**src/rtl/core/bsr_pkg.sv**
```systemverilog
// ----------------------------------------------------------------------------
// Byte stream reassembler package
// Shared widths, defaults and the sequencer state type.
// ----------------------------------------------------------------------------
package bsr_pkg;

  localparam int unsigned CapacityDef = 32;
  localparam int unsigned IndexW      = 32;
  localparam int unsigned ByteW       = 8;
  localparam int unsigned CountW      = 6;

  typedef enum logic [1:0] {
    StIdle,
    StScan,
    StFetch,
    StStatus
  } state_e;

endpackage

```
**src/rtl/core/bsr_in_if.sv**
```systemverilog
// ----------------------------------------------------------------------------
// Byte stream reassembler input channel
// Valid/ready channel carrying one segment byte or one consumer read word.
// ----------------------------------------------------------------------------
interface bsr_in_if;
  import bsr_pkg::*;

  logic              valid;
  logic              ready;
  logic              action;
  logic [IndexW-1:0] stream_index;
  logic [ByteW-1:0]  data_byte;
  logic              has_data;
  logic              segment_end;
  logic              eof;
  logic [CountW-1:0] read_count;

  modport source (
    output valid, action, stream_index, data_byte, has_data, segment_end, eof,
           read_count,
    input  ready
  );

  modport sink (
    input  valid, action, stream_index, data_byte, has_data, segment_end, eof,
           read_count,
    output ready
  );

endinterface

```
**src/rtl/core/bsr_out_if.sv**
```systemverilog
// ----------------------------------------------------------------------------
// Byte stream reassembler output channel
// Valid/ready channel carrying one released byte or one status word.
// ----------------------------------------------------------------------------
interface bsr_out_if;
  import bsr_pkg::*;

  logic              valid;
  logic              ready;
  logic [ByteW-1:0]  out_byte;
  logic              byte_valid;
  logic              last;
  logic              stream_ended;
  logic [CountW-1:0] pending_count;
  logic [IndexW-1:0] expected_index;

  modport source (
    output valid, out_byte, byte_valid, last, stream_ended, pending_count,
           expected_index,
    input  ready
  );

  modport sink (
    input  valid, out_byte, byte_valid, last, stream_ended, pending_count,
           expected_index,
    output ready
  );

endinterface

```
**src/rtl/core/bsr_ram.sv**
```systemverilog
// ----------------------------------------------------------------------------
// Byte stream reassembler RAM
// Generic single-write, single-read memory with registered read data.
// ----------------------------------------------------------------------------
module bsr_ram #(
  parameter int unsigned Width = 8,
  parameter int unsigned Depth = 32,
  localparam int unsigned AddrW = (Depth > 1) ? $clog2(Depth) : 1
) (
  input  logic             clk_i,
  input  logic             we_i,
  input  logic [AddrW-1:0] waddr_i,
  input  logic [Width-1:0] wdata_i,
  input  logic             re_i,
  input  logic [AddrW-1:0] raddr_i,
  output logic [Width-1:0] rdata_o
);

  logic [Width-1:0] mem_q [Depth];
  logic [Width-1:0] rdata_q;

  always_ff @(posedge clk_i) begin
    if (we_i) begin
      mem_q[waddr_i] <= wdata_i;
    end
    if (re_i) begin
      rdata_q <= mem_q[raddr_i];
    end
  end

  assign rdata_o = rdata_q;

endmodule

```
**src/rtl/core/byte_stream_reassembler.sv**
```systemverilog
// ----------------------------------------------------------------------------
// Byte stream reassembler
// Stores out-of-order stream bytes in a ring and releases the in-order run.
// ----------------------------------------------------------------------------
// Each input word is one segment byte at an absolute stream position, or a
// consumer read that frees output space. Bytes inside the window
// [expected, expected + CAPACITY - output fill) are written into a ring RAM
// and marked valid; all others are dropped. A segment byte is stored in the
// cycle it is accepted; after it, the sequencer walks the ring from the head
// slot and releases each contiguous byte as one output word, read from the
// RAM in StScan and registered in StFetch, then closes with one status word
// (last set). Read words and words after the end of stream take one cycle
// and give only the status word. Output back-pressure can stall the walk and
// the status word. No clearing pass is needed after reset.
// ----------------------------------------------------------------------------
module byte_stream_reassembler
  import bsr_pkg::*;
#(
  parameter int unsigned CAPACITY = CapacityDef
) (
  input  logic      clk_i,
  input  logic      rst_ni,
  bsr_in_if.sink    in_i,
  bsr_out_if.source out_o
);

  localparam int unsigned SlotW = $clog2(CAPACITY);
  localparam int unsigned SumW  = SlotW + 1;

  state_e state_q, state_d;

  logic [CAPACITY-1:0] valid_q, valid_d;
  logic [SlotW-1:0]    head_q, head_d;
  logic [IndexW-1:0]   next_q, next_d;
  logic [CountW-1:0]   fill_q, fill_d;
  logic [CountW-1:0]   pend_q, pend_d;
  logic                end_known_q, end_known_d;
  logic [IndexW:0]     end_pos_q, end_pos_d;
  logic                ended_q, ended_d;

  logic              out_valid_q, out_valid_d;
  logic [ByteW-1:0]  out_byte_q, out_byte_d;
  logic              byte_valid_q, byte_valid_d;
  logic              last_q, last_d;
  logic              fin_q, fin_d;
  logic [CountW-1:0] out_pend_q, out_pend_d;
  logic [IndexW-1:0] out_exp_q, out_exp_d;

  logic              out_free;
  logic              in_acc;
  logic              quick_item;
  logic [IndexW-1:0] offset;
  logic              in_window;
  logic [SumW-1:0]   slot_sum;
  logic [SlotW-1:0]  wr_slot;
  logic [SlotW-1:0]  head_next;
  logic              can_release;
  logic              ram_we;
  logic              ram_re;
  logic [ByteW-1:0]  ram_rdata;

  assign out_free   = !out_valid_q || out_o.ready;
  assign in_acc     = in_i.valid && in_i.ready;
  assign quick_item = ended_q || in_i.action;

  assign offset    = in_i.stream_index - next_q;
  assign in_window = (in_i.stream_index >= next_q) &&
                     (offset < (IndexW'(CAPACITY) - IndexW'(fill_q)));
  assign slot_sum  = SumW'(head_q) + SumW'(offset[SlotW-1:0]);
  assign wr_slot   = (slot_sum >= SumW'(CAPACITY)) ?
                     SlotW'(slot_sum - SumW'(CAPACITY)) : SlotW'(slot_sum);
  assign head_next = (head_q == SlotW'(CAPACITY - 1)) ? '0 : head_q + 1'b1;

  assign can_release = (fill_q < CountW'(CAPACITY)) && valid_q[head_q];

  // Next state.
  always_comb begin
    state_d = state_q;
    unique case (state_q)
      StIdle: begin
        if (in_acc && !quick_item) begin
          state_d = StScan;
        end
      end
      StScan: begin
        if (!can_release) begin
          state_d = StStatus;
        end else if (out_free) begin
          state_d = StFetch;
        end
      end
      StFetch: begin
        state_d = StScan;
      end
      StStatus: begin
        if (out_free) begin
          state_d = StIdle;
        end
      end
      default: state_d = StIdle;
    endcase
  end

  // Handshake and RAM control.
  always_comb begin
    in_i.ready = 1'b0;
    ram_we     = 1'b0;
    ram_re     = 1'b0;
    unique case (state_q)
      StIdle: begin
        in_i.ready = out_free;
        ram_we     = in_acc && !quick_item && in_i.has_data && in_window;
      end
      StScan: begin
        ram_re = can_release && out_free;
      end
      StFetch, StStatus: begin
        ram_re = 1'b0;
      end
      default: ram_re = 1'b0;
    endcase
  end

  // Reassembly state and output register.
  always_comb begin
    valid_d      = valid_q;
    head_d       = head_q;
    next_d       = next_q;
    fill_d       = fill_q;
    pend_d       = pend_q;
    end_known_d  = end_known_q;
    end_pos_d    = end_pos_q;
    ended_d      = ended_q;
    out_valid_d  = out_valid_q && !out_o.ready;
    out_byte_d   = out_byte_q;
    byte_valid_d = byte_valid_q;
    last_d       = last_q;
    fin_d        = fin_q;
    out_pend_d   = out_pend_q;
    out_exp_d    = out_exp_q;

    unique case (state_q)
      StIdle: begin
        if (in_acc) begin
          if (quick_item) begin
            if (!ended_q) begin
              fill_d = (in_i.read_count >= fill_q) ? '0 : fill_q - in_i.read_count;
            end
            out_valid_d  = 1'b1;
            out_byte_d   = '0;
            byte_valid_d = 1'b0;
            last_d       = 1'b1;
            fin_d        = ended_q;
            out_pend_d   = pend_q;
            out_exp_d    = next_q;
          end else begin
            if (ram_we && !valid_q[wr_slot]) begin
              valid_d[wr_slot] = 1'b1;
              pend_d           = pend_q + 1'b1;
            end
            if (in_i.segment_end && in_i.eof) begin
              end_known_d = 1'b1;
              end_pos_d   = {1'b0, in_i.stream_index} + (IndexW + 1)'(in_i.has_data);
            end
          end
        end
      end
      StScan: begin
        if (can_release) begin
          if (out_free) begin
            valid_d[head_q] = 1'b0;
            head_d          = head_next;
            next_d          = next_q + 1'b1;
            fill_d          = fill_q + 1'b1;
            pend_d          = pend_q - 1'b1;
          end
        end else if (end_known_q && (end_pos_q <= {1'b0, next_q})) begin
          ended_d = 1'b1;
        end
      end
      StFetch: begin
        out_valid_d  = 1'b1;
        out_byte_d   = ram_rdata;
        byte_valid_d = 1'b1;
        last_d       = 1'b0;
        fin_d        = 1'b0;
        out_pend_d   = pend_q;
        out_exp_d    = next_q;
      end
      StStatus: begin
        if (out_free) begin
          out_valid_d  = 1'b1;
          out_byte_d   = '0;
          byte_valid_d = 1'b0;
          last_d       = 1'b1;
          fin_d        = ended_q;
          out_pend_d   = pend_q;
          out_exp_d    = next_q;
        end
      end
      default: out_valid_d = out_valid_q;
    endcase
  end

  always_ff @(posedge clk_i or negedge rst_ni) begin
    if (!rst_ni) begin
      state_q     <= StIdle;
      valid_q     <= '0;
      head_q      <= '0;
      next_q      <= '0;
      fill_q      <= '0;
      pend_q      <= '0;
      end_known_q <= 1'b0;
      end_pos_q   <= '0;
      ended_q     <= 1'b0;
      out_valid_q <= 1'b0;
    end else begin
      state_q     <= state_d;
      valid_q     <= valid_d;
      head_q      <= head_d;
      next_q      <= next_d;
      fill_q      <= fill_d;
      pend_q      <= pend_d;
      end_known_q <= end_known_d;
      end_pos_q   <= end_pos_d;
      ended_q     <= ended_d;
      out_valid_q <= out_valid_d;
    end
  end

  always_ff @(posedge clk_i) begin
    out_byte_q   <= out_byte_d;
    byte_valid_q <= byte_valid_d;
    last_q       <= last_d;
    fin_q        <= fin_d;
    out_pend_q   <= out_pend_d;
    out_exp_q    <= out_exp_d;
  end

  bsr_ram #(
    .Width(ByteW),
    .Depth(CAPACITY)
  ) u_window_ram (
    .clk_i  (clk_i),
    .we_i   (ram_we),
    .waddr_i(wr_slot),
    .wdata_i(in_i.data_byte),
    .re_i   (ram_re),
    .raddr_i(head_q),
    .rdata_o(ram_rdata)
  );

  assign out_o.valid          = out_valid_q;
  assign out_o.out_byte       = out_byte_q;
  assign out_o.byte_valid     = byte_valid_q;
  assign out_o.last           = last_q;
  assign out_o.stream_ended   = fin_q;
  assign out_o.pending_count  = out_pend_q;
  assign out_o.expected_index = out_exp_q;

endmodule
```
**src/flat_wrapper.sv**
```systemverilog
// flat-port wrapper written by rule: the top's interface ports become plain ports
module byte_stream_reassembler_flat import bsr_pkg::*;
#(
  parameter int unsigned CAPACITY = CapacityDef
)
  (clk_i, rst_ni, in_i_valid, in_i_action, in_i_stream_index, in_i_data_byte, in_i_has_data, in_i_segment_end, in_i_eof, in_i_read_count, in_i_ready, out_o_valid, out_o_out_byte, out_o_byte_valid, out_o_last, out_o_stream_ended, out_o_pending_count, out_o_expected_index, out_o_ready);
  bsr_in_if in_i_i ();
  bsr_out_if out_o_i ();
  input  logic clk_i;
  input  logic rst_ni;
  input wire logic [$bits(in_i_i.valid)-1:0] in_i_valid;
  input wire logic [$bits(in_i_i.action)-1:0] in_i_action;
  input wire logic [$bits(in_i_i.stream_index)-1:0] in_i_stream_index;
  input wire logic [$bits(in_i_i.data_byte)-1:0] in_i_data_byte;
  input wire logic [$bits(in_i_i.has_data)-1:0] in_i_has_data;
  input wire logic [$bits(in_i_i.segment_end)-1:0] in_i_segment_end;
  input wire logic [$bits(in_i_i.eof)-1:0] in_i_eof;
  input wire logic [$bits(in_i_i.read_count)-1:0] in_i_read_count;
  output wire logic [$bits(in_i_i.ready)-1:0] in_i_ready;
  output wire logic [$bits(out_o_i.valid)-1:0] out_o_valid;
  output wire logic [$bits(out_o_i.out_byte)-1:0] out_o_out_byte;
  output wire logic [$bits(out_o_i.byte_valid)-1:0] out_o_byte_valid;
  output wire logic [$bits(out_o_i.last)-1:0] out_o_last;
  output wire logic [$bits(out_o_i.stream_ended)-1:0] out_o_stream_ended;
  output wire logic [$bits(out_o_i.pending_count)-1:0] out_o_pending_count;
  output wire logic [$bits(out_o_i.expected_index)-1:0] out_o_expected_index;
  input wire logic [$bits(out_o_i.ready)-1:0] out_o_ready;
  assign in_i_i.valid = in_i_valid;
  assign in_i_i.action = in_i_action;
  assign in_i_i.stream_index = in_i_stream_index;
  assign in_i_i.data_byte = in_i_data_byte;
  assign in_i_i.has_data = in_i_has_data;
  assign in_i_i.segment_end = in_i_segment_end;
  assign in_i_i.eof = in_i_eof;
  assign in_i_i.read_count = in_i_read_count;
  assign in_i_ready = in_i_i.ready;
  assign out_o_valid = out_o_i.valid;
  assign out_o_out_byte = out_o_i.out_byte;
  assign out_o_byte_valid = out_o_i.byte_valid;
  assign out_o_last = out_o_i.last;
  assign out_o_stream_ended = out_o_i.stream_ended;
  assign out_o_pending_count = out_o_i.pending_count;
  assign out_o_expected_index = out_o_i.expected_index;
  assign out_o_i.ready = out_o_ready;
  byte_stream_reassembler #(.CAPACITY(CAPACITY)) u_core (.clk_i(clk_i), .rst_ni(rst_ni), .in_i(in_i_i), .out_o(out_o_i));
endmodule
```
**config.mk**
```make
export PLATFORM = sky130hd
export DESIGN_NAME = byte_stream_reassembler_flat
export DESIGN_NICKNAME = d
export VERILOG_FILES = /design/src/rtl/core/bsr_pkg.sv /design/src/rtl/core/bsr_in_if.sv /design/src/rtl/core/bsr_out_if.sv /design/src/rtl/core/bsr_ram.sv /design/src/rtl/core/byte_stream_reassembler.sv /design/src/flat_wrapper.sv
export SDC_FILE = /design/constraint.sdc
export NUM_CORES = 1
export LEC_CHECK = 0
export ABC_AREA = 1
export ABC_CLOCK_PERIOD_IN_PS = 4990
export BUFFER_PORTS_ARGS = -buffer_cell sky130_fd_sc_hd__buf_2
export CAP_MARGIN = 20
export CELL_PAD_IN_SITES_DETAIL_PLACEMENT = 1
export CELL_PAD_IN_SITES_GLOBAL_PLACEMENT = 2
export CORE_MARGIN = 5
export CORE_UTILIZATION = 36
export DETAILED_ROUTE_END_ITERATION = 6
export HOLD_SLACK_MARGIN = 0.15
export PLACE_DENSITY_LB_ADDON = 0.1
export SLEW_MARGIN = 10
export SYNTH_ARGS = -nofsm -noshare
export SYNTH_HDL_FRONTEND = slang
export SYNTH_SLANG_ARGS = --single-unit
export TNS_END_PERCENT = 5
```
**constraint.sdc**
```tcl
create_clock -name clk_i -period 4.99 [get_ports clk_i]
set_input_delay 0.499 -clock clk_i [delete_from_list [all_inputs] [get_ports clk_i]]
set_output_delay 0.499 -clock clk_i [all_outputs]
set_load 0.02 [all_outputs]
```
# Yosys cells after proc, flatten, opt, wreduce, memory -nomap -nowiden

Memory sizes are Yosys's and may differ from the RTL's. A register that Yosys moved wholly into a read port is not among the register bits.
Index checks and enable logic that the tools add are counted.

Register bits: 168
RAM bits: 256
Input port bits: 54
Output and inout port bits: 51
Memories: 1

Memory list:

| memory                    | words | bits a word | rd ports | clocked after Yosys merged registers in | wr ports | line          | RTL |
|---|---|---|---|---|---|---|---|
| u_core.u_window_ram.mem_q | 32    | 8           | 1        | 1                                       | 1        | bsr_ram.sv:19 | `logic [Width-1:0] mem_q [Depth];` |

$add $sub $neg: 11
$lt $le $gt $ge: 10
Eq/ne operators: 14
Multiplexer cells: 67
Bitwise operators: 5
Reduce and logical (&&, ||, !) cells: 29

Operator list:

| cell                                                                    | count |
|---|---|
| 32-bit two-way mux                                                      | 8 |
| 32-bit case mux with 3 select lines                                     | 1 |
| 6-bit two-way mux                                                       | 14 |
| 32-bit case mux with 2 select lines                                     | 1 |
| 32-bit by 1-bit adder with 33-bit output                                | 1 |
| 33-bit by 32-bit less-or-equal comparator with 1-bit output             | 1 |
| 32-bit by 1-bit adder with 32-bit output, second input constant         | 1 |
| 32-bit bitwise AND                                                      | 1 |
| 32-bit greater-or-equal comparator                                      | 1 |
| 32-bit < comparator                                                     | 1 |
| 32-bit NOT                                                              | 1 |
| 32-bit OR                                                               | 1 |
| 32-bit subtractor                                                       | 1 |
| 8-bit two-way mux                                                       | 3 |
| 6-bit case mux with 2 select lines                                      | 2 |
| 8-bit case mux with 3 select lines                                      | 1 |
| 1-bit two-way mux                                                       | 21 |
| 6-bit case mux with 3 select lines                                      | 1 |
| 2-bit by 1-bit inequality test with 1-bit output, second input constant | 7 |
| 1-bit logical AND                                                       | 13 |
| 6-bit by 1-bit adder with 6-bit output, second input constant           | 2 |
| 5-bit by 6-bit < comparator with 1-bit output, second input constant    | 2 |
| 1-bit case mux with 3 select lines                                      | 4 |
| 6-bit AND reduction                                                     | 2 |
| other kinds (28)                                                        | 45 |

# Depth between registers and ports, before layout

Gate-level depths: netlist (run 1).

Word-level depth: 13
Depth in mapped cells: 30
Mapped depth without buffers: 28

# Cells and area by module

Synthesis (run 1) repeated with hierarchy kept, for this count alone.

Cells, all modules: 2730
Area, all modules: 23915.4 µm²

Modules (own cells, without submodules):

| module                  | times used | cells an instance | area an instance (µm²) |
|---|---|---|---|
| byte_stream_reassembler | 1          | 1808              | 13048.8 |
| bsr_ram                 | 1          | 922               | 10866.7 |

# Worst setup path after synthesis (run 1)

No wires, ideal clock.

Kind: reg-to-reg
From: register u_core.state_q[1]
To: register u_core.byte_valid_q, in the netlist u_core.out_o.byte_valid (enable)
Library setup time: 0.516 ns
Arrival time: 4.695 ns
Path slack: -0.221 ns
Stages on the path, launching flop included: 8
Path buffers: 0
Period minus slack after synthesis: 5.211 ns
Cell sequence: dfrtp_1 nor2_1 inv_1 nor2_1 nand2_1 nand2_1 nand2_1 nor3_1

Word-level cells in the longest chain between the ends: 5
Elaborated cells between the ends (all ways): 10

RTL lines:

| element                                                           | line                           | RTL |
|---|---|---|
| start: declaration                                                | byte_stream_reassembler.sv:30  | `state_e state_q, state_d;` |
| start signal: assignment                                          | byte_stream_reassembler.sv:207 | `state_q <= StIdle;` |
| start signal: assignment                                          | byte_stream_reassembler.sv:218 | `state_q <= state_d;` |
| 2-bit zero test                                                   | byte_stream_reassembler.sv:109 | `unique case (state_q)` |
| 1-bit two-way mux                                                 | byte_stream_reassembler.sv:109 |  |
| named net in_i_ready                                              | flat_wrapper.sv:19             | `output wire logic [$bits(in_i_i.ready)-1:0] in_i_ready;` |
| 1-bit logical AND                                                 | byte_stream_reassembler.sv:63  | `assign in_acc = in_i.valid && in_i.ready;` |
| 2-bit by 1-bit inequality test with 1-bit output (no source line) | -                              |  |
| 4-bit AND reduction (no source line)                              | -                              |  |
| end signal: assignment                                            | byte_stream_reassembler.sv:233 | `byte_valid_q <= byte_valid_d;` |
| end: declaration                                                  | byte_stream_reassembler.sv:43  | `logic byte_valid_q, byte_valid_d;` |

The timed path passes the listed nets, and every way through them passes these cells.
A chain may end at the register's enable or synchronous reset.

# Worst setup path after layout (run 1)

From: register u_core.next_q[0]
To: memory u_core.u_window_ram.mem_q[1][6] (enable)

Word-level cells in the longest chain between the ends: 7
Elaborated cells between the ends (all ways): 12

RTL lines:

| element                                 | line                           | RTL |
|---|---|---|
| start: declaration                      | byte_stream_reassembler.sv:34  | `logic [IndexW-1:0] next_q, next_d;` |
| start signal: assignment                | byte_stream_reassembler.sv:221 | `next_q <= next_d;` |
| 32-bit subtractor                       | byte_stream_reassembler.sv:66  | `assign offset = in_i.stream_index - next_q;` |
| 32-bit < comparator                     | byte_stream_reassembler.sv:68  | `(offset < (IndexW'(CAPACITY) - IndexW'(fill_q)));` |
| 1-bit logical AND                       | byte_stream_reassembler.sv:67  | `assign in_window = (in_i.stream_index >= next_q) &&` |
| 1-bit logical AND                       | byte_stream_reassembler.sv:112 | `ram_we = in_acc && !quick_item && in_i.has_data && in_window;` |
| 1-bit two-way mux                       | byte_stream_reassembler.sv:109 |  |
| 1-bit two-way mux                       | bsr_ram.sv:23                  | `if (we_i) begin` |
| 1-bit two-way mux (not written as such) | bsr_ram.sv:24                  | `mem_q[waddr_i] <= wdata_i;` |
| end: declaration                        | bsr_ram.sv:19                  |  |

Several ways; a longest one is shown, not always the timed one.

==> impl_metrics.py, run 1 <==
metrics = {
    "cells_and_area": {
        "fin_nets": 2878,
        "fin_util_pct": 41.66,
        "final_cells": 3595,
        "final_common_cell": "nand2_1",
        "drive_gt1_share_pct": 10.41,
        "postLayoutCellArea_sq_um": 26850,
        "mostFrequentLayoutCells": "nand2_1, edfxtp_1, nor2_1, o21ai_0, inv_1",
        "area_growth_pct": 14.54,
    },
    "critical_path": {
        "cp_common_cell": "nand2_1",
        "critPathKind": "reg2reg",
        "cp_data_required_time_ns": 5.23,
        "cpMaxStageDelayCell": "dfrtp_1",
        "max_stage_delay_ns": 0.50,
        "crit_fanout": 32,
        "crit_chain": "ha_1, fa_1, inv_1, nand3_1, nand2_1, nand2_1, nand2_1, nand2_1, nand2_1, a21oi_1, o21ai_0, a21oi_1, xor2_1, ha_1, nand2_1, nor2_1, nand4_1, inv_1, nand2_1, nand2_1, a211o_1, buf_12, nor2_2",
        "cp.arrival_ns": 4.89,
        "crit_family": "simple AND/OR/NAND/NOR gates",
        "cp-start-kind": "flip-flop",
        "cp.buffers_inverters": 3,
        "end_kind": "flip-flop",
    },
    "timing": {
        "max_slew_margin_pct": 32.73,
        "period_minus_slack_ns": 4.644,
        "fin_crit_sh_pct": 93.06,
        "rsz0062_at_grt": "false",
        "holdWs_ns": 0.2216,
        "drv_slew": 0,
        "tightestPinTransition_ns": 1.004,
        "finalClockSkew_ns": 0.03908,
        "max_freq_mhz": 215.3,
        "finalHoldViolCount": 0,
        "setup_viol": 0,
        "fin_setup_tns_ns": 0,
    },
    "power": {
        "ir_drop_v": 0.0004582,
        "p_leak_nw": 11.17,
        "p_per_area_nw_per_um2": 678.5,
    },
    "place": {
        "post-place-cells": 3504,
        "dpl_cell_area_sq_um": 25050,
        "place.gp.congestion": 0.8535,
        "io_buffer_count": 104,
        "place_hpwl_mm": 57.55,
    },
    "cts": {
        "clock_latency_ns": 0.61,
        "tritoncts": "yes",
        "cts_buffer_depth": 3,
        "cts_buffers": 49,
        "cts_num_sinks": 432,
        "clockRootBuffer": "clkbuf_16",
        "clk_pin_slew_ns": 0.06,
        "h-tree-depth": 2,
    },
    "yosys": {
        "netlist.area_leader.share_pct": 40.09,
        "postSynthCellCount": 2592,
        "yosysTopAreaCell": "edfxtp_1",
        "synth-seq-cells": 432,
        "post_synth.cell_area_avg_sq_um": 9.045,
        "synthFlopType": "edfxtp_1",
        "ys_types": 44,
        "synthesis.area_sq_um": 23440,
        "syn-num-nets": 2769,
        "synth_edf_count": 313,
        "async_flop_share_pct": 27.55,
        "ys_seq_area_share_pct": 52.79,
        "synth.area.top_cells": "edfxtp_1, dfrtp_1, nand2_1",
        "synth_warnings": 0,
    },
    "die": {
        "die_area_sq_um": 70330,
        "start_util_pct": 36.37,
        "io_pins": 105,
        "row_count": 93,
        "core_sq_um": 64460,
        "fp.dieW_um": 265.2,
        "die_h_um": 265.2,
    },
    "detailed_routing": {
        "vias_per_cell": 5.283,
        "wire_per_inst_um": 21.93,
        "vias": 18994,
        "drtPass1Iterations": 5,
        "drc": 0,
        "routed_wirelength_mm": 78.82,
        "drtIter0Drc": 1014,
        "ant_nets": 0,
    },
    "outcome": {
        "outcome": "completed",
    },
    "global_routing": {
        "antenna_found_initial": 2,
        "grt_remaining_overflow": 0,
        "grtUsageTotal_pct": 21.84,
        "grt_pass1_vias": 19648,
        "grt_pass1_wl_mm": 119.3,
        "grt_max_degree": 132,
    },
    "worst_hold_path": {
        "hold_class": "in2reg",
    },
    "job": {
        "cap_viol_max_count": 0,
    },
}
==> worst min-delay path, cell delays in order <==
cell,delay (ns)
buf_2,0.14
o21ai_0,0.10
nand2_1,0.06
==> repair_timing <==
| action | CTS | global route |
|---|---|---|
| resized for setup | 0 | 34 |
| hold buffers | 1 | 0 |
| hold endpoints to repair | 78 | 0 |
| endpoints found under the setup margin | 0 | 294 |
| buffers inserted | 0 | 0 |
==> per-stage QoR <==
| step | total power [mW] | worst slack (ns) |
|---|---|---|
| floorplan | 10.99 | 0.1534 |
| global placement | 14.30 | 0.1869 |
| detailed placement | 14.44 | 0.08724 |
| CTS | 18.37 | 0.1228 |
| global route | 19.60 | 0.006049 |
| finish | 18.22 | 0.3461 |
==> worst paths after layout <==
kind,startpoint,endpoint,slack (ns),cells past startpoint
max,u_core.next_q[0]$_DFFE_PN0P_,u_core.u_window_ram.mem_q[1][6]$_DFFE_PP_,0.35,23
min,in_i_stream_index[8],u_core.end_pos_q[8]$_DFFE_PN0P_,0.22,3
max reg2reg,u_core.next_q[0]$_DFFE_PN0P_,u_core.u_window_ram.mem_q[1][6]$_DFFE_PP_,0.35,23
min reg2reg,u_core.next_q[31]$_DFFE_PN0P_,u_core.out_o.expected_index[31]$_DFFE_PP_,0.47,0
max in group asynchronous,rst_ni,u_core.next_q[18]$_DFFE_PN0P_,3.27,3
min in group asynchronous,rst_ni,u_core.fill_q[0]$_DFFE_PN0P_,0.54,2
==> flip-flops by register name, summed over array words and instances (netlist names) <==
| signal | flops |
|---|---|
| u_core.end_known_q | 1 |
| u_core.end_pos_q | 33 |
| u_core.ended_q | 1 |
| u_core.fill_q | 6 |
| u_core.head_q | 5 |
| u_core.next_q | 32 |
| u_core.out_o.byte_valid | 1 |
| u_core.out_o.expected_index | 32 |
| u_core.out_o.last | 1 |
| u_core.out_o.out_byte | 8 |
| u_core.out_o.pending_count | 6 |
| u_core.out_o.stream_ended | 1 |
| u_core.out_o.valid | 1 |
| u_core.pend_q | 6 |
| u_core.state_q | 2 |
| u_core.u_window_ram.mem_q | 256 |
| u_core.u_window_ram.rdata_o | 8 |
| u_core.valid_q | 32 |
==> layout make-up <==
cell class                 instances  area [sq um]
fill                            7514         37610
tap                              855          1070
sequential                       432         12380
timing repair buffer             154         937.1
antenna                            1         2.502
multi-input combinational       1845          9933
clock buffer                      57          1256
clock inverter                    32         449.2
inverter                         219         823.3
==> metal layers <==
metal | share of wire [%] | GRT usage [%]
met4 | 2.1 | 5.091
met3 | 5.4 | 3.792
met5 | 0 | 0
met2 | 46 | 35.30
met1 | 47 | 30.95
==> report_power, final <==
group	switching [mW]	internal, mW
logic	6.54	2.80
clock network	1.54	2.29
registers	0.487	4.56
==> synthesized netlist by cell type (2+ instances only) <==
cell / n
nand2_2: 2
o21bai_1: 4
and2_1: 2
a21o_1: 8
or2_2: 5
nor3b_1: 2
buf_1: 8
a21oi_1: 97
buf_4: 4
inv_1: 211
fa_1: 4
nor3_2: 3
dfrtp_1: 119
nand4_1: 24
nor2_1: 303
a22o_1: 7
o22ai_1: 66
xor2_1: 79
o211ai_1: 28
o21a_1: 3
a221oi_1: 16
nand3_1: 127
o21ai_0: 238
nor4_1: 10
buf_2: 17
nand3b_1: 4
buf_6: 4
ha_1: 119
nand2_1: 614
nor3_1: 43
a31oi_1: 4
edfxtp_1: 313
clkinv_1: 4
inv_2: 4
clkbuf_1: 63
xnor2_1: 22
a211oi_1: 4
==> logic make-up (layout without fill, tap and decap cells) <==
family	Yosys count	in the layout	synth area share, %
AO/OA/AOI/OAI	479	479	11.51
XOR/XNOR	101	101	3.773
buffers and inverters	315	462	5.326
AND/OR/NAND/NOR	1142	1142	19.91
adder cells (fa/ha/maj)	123	123	6.693
other	0	1	0
flip-flops	432	432	52.79
Note: power is estimated with default switching activity, not from simulation.
==> run 2: changes to the inputs <==
ABC_AREA = not set   (was 1)
CORE_UTILIZATION = 40   (was 36)
==> run 2 against run 1 <==
  * Power is 47% lower
  * Cell count is 28% lower
  * Critical path depth stayed put
  * Clock skew is 0.015 ns higher
  * Utilization is 5.8 points higher
  * Clock power is 4% lower
  * Critical path type unchanged
  * Synthesized cell count is 37% lower
  * Hold slack better by 0.035 ns
  * Global-route usage is 0.79 points lower
  * Die area is 16% lower
  * Sequential power is 14% lower
  * Setup slack worse by 0.073 ns
==> impl_metrics.py, run 2 <==
metrics = {
    "detailed_routing": {
        "ant_nets": 0,
        "wire_per_inst_um": 23.94,
        "drtPass1Iterations": 5,
        "drc": 0,
        "vias": 14577,
        "routed_wirelength_mm": 62.24,
        "drtIter0Drc": 810,
        "vias_per_cell": 5.607,
    },
    "cts": {
        "cts_buffer_depth": 3,
        "clk_pin_slew_ns": 0.06,
        "cts_buffers": 48,
        "tritoncts": "yes",
        "cts_num_sinks": 432,
        "clock_latency_ns": 0.61,
        "h-tree-depth": 2,
        "clockRootBuffer": "clkbuf_16",
    },
    "timing": {
        "fin_crit_sh_pct": 94.52,
        "holdWs_ns": 0.2566,
        "finalClockSkew_ns": 0.05405,
        "tightestPinTransition_ns": 0.9780,
        "max_freq_mhz": 212.0,
        "drv_slew": 0,
        "period_minus_slack_ns": 4.716,
        "finalHoldViolCount": 0,
        "finalWorstSetupSlack_ns": 0.2735,
        "setup_viol": 0,
        "max_slew_margin_pct": 34.66,
        "rsz0062_at_grt": "false",
    },
    "power": {
        "power.total_mw": 9.728,
        "p_leak_nw": 9.499,
        "ir_drop_v": 0.0002982,
        "p_per_area_nw_per_um2": 381.6,
    },
    "worst_hold_path": {
        "hold_class": "in2reg",
    },
    "cells_and_area": {
        "area_growth_pct": 17.86,
        "top_regs": "u_core.u_window_ram.mem_q x256, u_core.end_pos_q x33",
        "largest_reg_flops": 256,
        "final_common_cell": "edfxtp_1",
        "final_cells": 2600,
        "mostFrequentLayoutCells": "edfxtp_1, buf_4, nor2_1, ha_1, dfrtp_1",
        "drive_gt1_share_pct": 22.53,
        "largest-register": "u_core.u_window_ram.mem_q",
        "antenna_cells": 0,
        "fin_nets": 2042,
    },
    "yosys": {
        "yosysTopAreaCell": "edfxtp_1",
        "syn-num-nets": 1815,
        "synthFlopType": "edfxtp_1",
        "async_flop_share_pct": 27.55,
        "post_synth.cell_area_avg_sq_um": 13.20,
        "synth.most_common_cell": "edfxtp_1",
        "synth-seq-cells": 432,
        "synthesis.area_sq_um": 21630,
        "synth_edf_count": 313,
        "synth_warnings": 0,
        "ys_types": 85,
        "synthTopCellsByCount": "edfxtp_1, nor2_1, dfrtp_1, ha_1, a21oi_1",
        "ys_seq_area_share_pct": 57.23,
        "synth.area.top_cells": "edfxtp_1, dfrtp_1, mux4_2",
        "postSynthCellCount": 1638,
        "netlist.area_leader.share_pct": 43.46,
    },
    "place": {
        "place_hpwl_mm": 44.75,
        "place.gp.congestion": 0.8101,
        "dp_slack_ns": -0.06743,
        "io_buffer_count": 104,
        "post-place-cells": 2508,
    },
    "die": {
        "row_count": 85,
        "die_h_um": 242.5,
        "core_sq_um": 53710,
        "fp.dieW_um": 242.5,
        "io_pins": 105,
        "start_util_pct": 40.27,
        "die_area_sq_um": 58810,
    },
    "critical_path": {
        "cp-start-kind": "flip-flop",
        "cpMaxStageDelayCell": "dfrtp_1",
        "critPathKind": "reg2reg",
        "cp_common_cell": "buf_4",
        "cp.arrival_ns": 5.00,
        "end_kind": "flip-flop",
        "max_stage_delay_ns": 0.41,
        "crit_fanout": 8,
        "cp_data_required_time_ns": 5.27,
        "crit_chain": "inv_2, ha_1, a21o_1, a31oi_2, a21oi_1, o311ai_1, buf_4, nand3_1, nand2_1, buf_4, o211a_1, a311o_1, ha_1, a21oi_1, nor2b_1, o21ai_0, nand4b_1, a21oi_1, and3_4, nand3_1, buf_4, nor2_1, buf_4",
    },
    "global_routing": {
        "grt_pass1_wl_mm": 96.28,
        "antenna_found_initial": 1,
        "grtUsageTotal_pct": 21.05,
        "grt_remaining_overflow": 0,
        "grt_max_degree": 82,
        "grt_pass1_vias": 15661,
    },
    "outcome": {
        "outcome": "completed",
    },
    "job": {
        "cap_viol_max_count": 0,
    },
}
-- run 2: cell types whose count changed after synthesis, moves of 76 or more --
cell,previous run,this run
mux4_2,0,76
nand2_1,614,64
nand3_1,127,44
inv_1,211,72
o21ai_0,238,80
nor2_1,303,123
-- run 2: final cells by class --
type / count / area [sq um]
clock inverters: 29 / 369.1
multi-input cells: 1075 / 8767
well taps: 696 / 870.8
clock buffers: 60 / 1286
repair buffers: 235 / 1536
inverters: 73 / 276.5
fillers: 5520 / 28220
flip-flops and latches: 432 / 12380
-- run 2: kinds of logic after synthesis --
kind of cell / Yosys count / synth area share (%)
adders and majority gates: 123 / 7.255
DFF: 432 / 57.23
AOI/OAI and AO/OA: 340 / 9.743
xor gates and xnor gates: 101 / 4.090
muxes: 97 / 8.950
buffers and inverters: 131 / 2.523
and+or+nand+nor: 414 / 10.21
-- run 2: where the power goes --
group	internal (mW)	leakage (nW)	switching, mW	total (mW)
sequential	4.17	4.30	0.173	4.35
combinational	0.645	4.40	1.07	1.71
clock	2.16	0.796	1.51	3.67
total	6.98	9.50	2.75	9.73
-- run 2: per-stage QoR --
stage / utilization (%) / setup TNS, ns / cell area (sq um)
after detailed placement: 44.24 / -6.421 / 23760
final: 47.46 / 0 / 25490
after global placement: 44.23 / 0 / 23760
after floorplan: - / 0 / 21630
after global routing: 47.46 / 0 / 25490
after CTS: 47.34 / 0 / 25430
-- run 2: worst paths after layout --
kind	cells after the start	slack, ns	endpoint	startpoint
setup / recovery	23	0.27	u_core.u_window_ram.mem_q[1][7]$_DFFE_PP_	u_core.next_q[4]$_DFFE_PN0P_
hold / removal	3	0.26	u_core.state_q[0]$_DFFE_PN0P_	in_i_valid
setup reg to reg	23	0.27	u_core.u_window_ram.mem_q[1][7]$_DFFE_PP_	u_core.next_q[4]$_DFFE_PN0P_
hold reg to reg	0	0.44	u_core.out_o.expected_index[7]$_DFFE_PP_	u_core.next_q[7]$_DFFE_PN0P_
max in group asynchronous	3	3.29	u_core.next_q[28]$_DFFE_PN0P_	rst_ni
min in group asynchronous	2	0.53	u_core.valid_q[31]$_DFFE_PN0P_	rst_ni
-- run 2: critical path: cells and delay by family, from the launching register on --
kind                     cells  cell delay (ns)
flip-flops                   1             0.41
AND/OR/NAND/NOR              7             0.87
adder cells (fa/ha/maj)      2             0.66
AO/OA/AOI/OAI                9             1.65
buffers and inverters        5             0.79
-- run 2: metal layers --
layer | vias up | wire [um] | track usage, %
li1 | 6702 | - | -
met1 | 7474 | 27310 | 28.12
met2 | 317 | 30690 | 35.95
met3 | 84 | 2572 | 3.166
met4 | 0 | 1668 | 6.042
met5 | - | 0 | 0
-- run 2: what timing repair did --
| item | CTS | global route |
|---|---|---|
| gates resized for setup | 0 | 14 |
| setup endpoints to repair | 0 | 286 |
| hold buffers | 1 | 0 |
| buffers inserted | 0 | 1 |
| endpoints found under the hold margin | 80 | 0 |
==> run 3: changes to the inputs <==
--- a/config.mk
+++ b/config.mk
@@ -8,5 +8,4 @@
 export ABC_CLOCK_PERIOD_IN_PS = 4990
 export BUFFER_PORTS_ARGS = -buffer_cell sky130_fd_sc_hd__buf_2
-export CAP_MARGIN = 20
 export CELL_PAD_IN_SITES_DETAIL_PLACEMENT = 1
 export CELL_PAD_IN_SITES_GLOBAL_PLACEMENT = 2
@@ -16,4 +15,5 @@
 export HOLD_SLACK_MARGIN = 0.15
 export PLACE_DENSITY_LB_ADDON = 0.1
+export REMOVE_ABC_BUFFERS = 1
 export SLEW_MARGIN = 10
 export SYNTH_ARGS = -nofsm -noshare
==> constraint.sdc (replaced) <==
create_clock -name clk_i -period 4.99 [get_ports clk_i]
set_input_delay 0.7485 -clock clk_i [delete_from_list [all_inputs] [get_ports clk_i]]
set_output_delay 0.7485 -clock clk_i [all_outputs]
set_load 0.02 [all_outputs]
==> run 3 against run 2 <==
  * Flip-flop and latch count stayed put
  * Critical path depth stayed put
  * Design area is 1.1% higher
  * Clock skew is 0.018 ns lower
  * Cell count is 1.2% higher
  * Power is 1.4% higher
  * Setup slack better by 0.0051 ns
  * Fmax is 0.11% higher
  * Die area stayed put
  * Wire length is 1.4% higher
  * Global-route usage is 0.30 points higher
  * Largest power group unchanged
==> impl_metrics.py, run 3 (synthesis gave the netlist of run 2 again) <==
metrics = {
    "outcome": {
        "outcome": "completed",
    },
    "timing": {
        "fin_setup_tns_ns": 0,
        "max_freq_mhz": 212.3,
        "fin_crit_sh_pct": 94.42,
        "drv_slew": 0,
        "max_slew_margin_pct": 40.81,
        "period_minus_slack_ns": 4.711,
        "tightestPinTransition_ns": 0.8878,
        "finalHoldViolCount": 0,
        "setup_viol": 0,
        "finalClockSkew_ns": 0.03581,
        "rsz0062_at_grt": "false",
    },
    "worst_hold_path": {
        "hold_class": "in2async",
    },
    "cells_and_area": {
        "mostFrequentLayoutCells": "edfxtp_1, buf_4, nor2_1, ha_1, dfrtp_1",
        "area_growth_pct": 19.18,
        "largest-register": "u_core.u_window_ram.mem_q",
        "drive_gt1_share_pct": 24.12,
        "final_common_cell": "edfxtp_1",
        "largest_reg_flops": 256,
        "fin_util_pct": 47.99,
        "fill_cells": 5493,
        "fin_nets": 2074,
        "antenna_cells": 0,
        "top_regs": "u_core.u_window_ram.mem_q x256, u_core.end_pos_q x33",
    },
    "die": {
        "fp.dieW_um": 242.5,
        "row_count": 85,
        "die_h_um": 242.5,
        "core_sq_um": 53710,
        "die_area_sq_um": 58810,
        "start_util_pct": 40.27,
        "io_pins": 105,
    },
    "critical_path": {
        "cp_common_cell": "buf_4",
        "cp.arrival_ns": 5.02,
        "rr_worst_depth": 23,
        "cp-start-kind": "flip-flop",
        "max_stage_delay_ns": 0.38,
        "end_kind": "flip-flop",
        "cpMaxStageDelayCell": "dfrtp_1",
        "timing.rr.start": "u_core.next_q[8]$_DFFE_PN0P_",
        "r2r_end": "u_core.u_window_ram.mem_q[24][5]$_DFFE_PP_",
        "cp_data_required_time_ns": 5.30,
        "critPathKind": "reg2reg",
        "crit_chain": "inv_2, ha_1, buf_4, a21oi_1, nor2_1, a311o_1, o311ai_1, buf_4, nand3_1, a31oi_1, o21bai_1, xor2_1, ha_1, a21oi_1, nor2_1, a211oi_1, o21ai_0, a21oi_2, and3_4, nand3b_1, buf_4, nor2_1, buf_4",
        "ff2ff_setup_slack_ns": 0.28,
        "crit_fanout": 8,
    },
    "global_routing": {
        "grt_pass1_wl_mm": 97.71,
        "grt_pass1_vias": 15614,
        "grt_max_degree": 60,
        "antenna_found_initial": 0,
        "grtUsageTotal_pct": 21.35,
        "grt_remaining_overflow": 0,
    },
    "cts": {
        "cts_buffer_depth": 3,
        "clock_latency_ns": 0.62,
        "clk_pin_slew_ns": 0.06,
        "cts_buffers": 47,
        "h-tree-depth": 2,
        "cts_num_sinks": 432,
        "clockRootBuffer": "clkbuf_16",
        "holdBufCountCts": 0,
        "tritoncts": "yes",
    },
    "place": {
        "place_hpwl_mm": 45.56,
        "io_buffer_count": 104,
        "place.gp.congestion": 0.8234,
    },
    "detailed_routing": {
        "drc": 0,
        "routed_wirelength_mm": 63.12,
        "wire_per_inst_um": 23.98,
        "vias_per_cell": 5.603,
        "drtIter0Drc": 689,
        "drtPass1Iterations": 5,
        "vias": 14746,
        "ant_nets": 0,
    },
    "job": {
        "cap_viol_max_count": 0,
    },
    "power": {
        "power.total_mw": 9.867,
        "ir_drop_v": 0.0003051,
        "p_per_area_nw_per_um2": 382.8,
        "p_leak_nw": 9.680,
    },
}
==> run 3: timing repair <==
item / in CTS / in global routing
endpoints found under the setup margin: 0 / 293
gates resized for setup: 0 / 14
setup buffers: 0 / 2
==> run 3: power breakdown <==
group	internal, mW	switching [mW]	total (mW)
Clock	2.25	1.49	3.74
Sequential	4.18	0.172	4.35
Combinational	0.676	1.11	1.78
Total	7.10	2.77	9.87
==> run 3: worst max-delay path by stage <==
| stage | start | end | slack [ns] | cells past startpoint |
|---|---|---|---|---|
| after floorplan | u_core.head_q[0]$_DFFE_PN0P_ | u_core.pend_q[2]$_DFFE_PN0P_ | -1.17 | 9 |
| after global placement | in_i_stream_index[1] | u_core.u_window_ram.mem_q[9][0]$_DFFE_PP_ | -0.22 | 23 |
| after detailed placement | in_i_stream_index[1] | u_core.u_window_ram.mem_q[1][3]$_DFFE_PP_ | -0.34 | 23 |
| after CTS | u_core.next_q[6]$_DFFE_PN0P_ | u_core.u_window_ram.mem_q[1][4]$_DFFE_PP_ | 0.04 | 23 |
| after global routing | u_core.next_q[9]$_DFFE_PN0P_ | u_core.u_window_ram.mem_q[1][4]$_DFFE_PP_ | 0.02 | 23 |
| final | u_core.next_q[8]$_DFFE_PN0P_ | u_core.u_window_ram.mem_q[24][5]$_DFFE_PP_ | 0.28 | 23 |
==> run 3: metal layers <==
layer / global-route usage, % / routed length, um / part of all wire, % / vias to the layer above
met2: 36.32 / 30850 / 49 / 344
met3: 2.968 / 2867 / 4.5 / 73
li1: - / - / - / 6783
met1: 29.27 / 28110 / 45 / 7546
met5: 0 / 0 / 0 / -
met4: 5.052 / 1283 / 2.0 / 0
==> run 3: metrics by stage <==
| step | setup WS, ns | area [sq um] | hold slack (ns) | cells |
|---|---|---|---|---|
| after global routing | 0.01611 | 25770 | 0.2992 | 2632 |
| after floorplan | -1.175 | 21360 | 0.4249 | 1580 |
| final | 0.2786 | 25770 | 0.2420 | 2632 |
| after CTS | 0.03755 | 25710 | 0.2570 | 2630 |
| after detailed placement | -0.3351 | 24030 | 0.4334 | 2542 |
| after global placement | -0.2182 | 24030 | 0.4302 | 2542 |
==> run 3: layout make-up <==
type,count,area [sq um],area share [%]
sequential,432,12380,48.05
multi-input combinational,1075,8770,34.03
timing repair buffer,268,1792,6.952
clock buffer,57,1234,4.787
tap,696,870.8,3.379
clock inverter,31,447.9,1.738
inverter,73,276.5,1.073
==> run 3: critical path, delay by kind of cell, from the launching register on <==
kind | cells | cell delay (ns)
xor gates and xnor gates | 1 | 0.19
adders and majority gates | 2 | 0.54
buffers and inverters | 5 | 0.86
AOI/OAI and AO/OA | 9 | 1.76
and+or+nand+nor | 6 | 0.74
DFF | 1 | 0.38
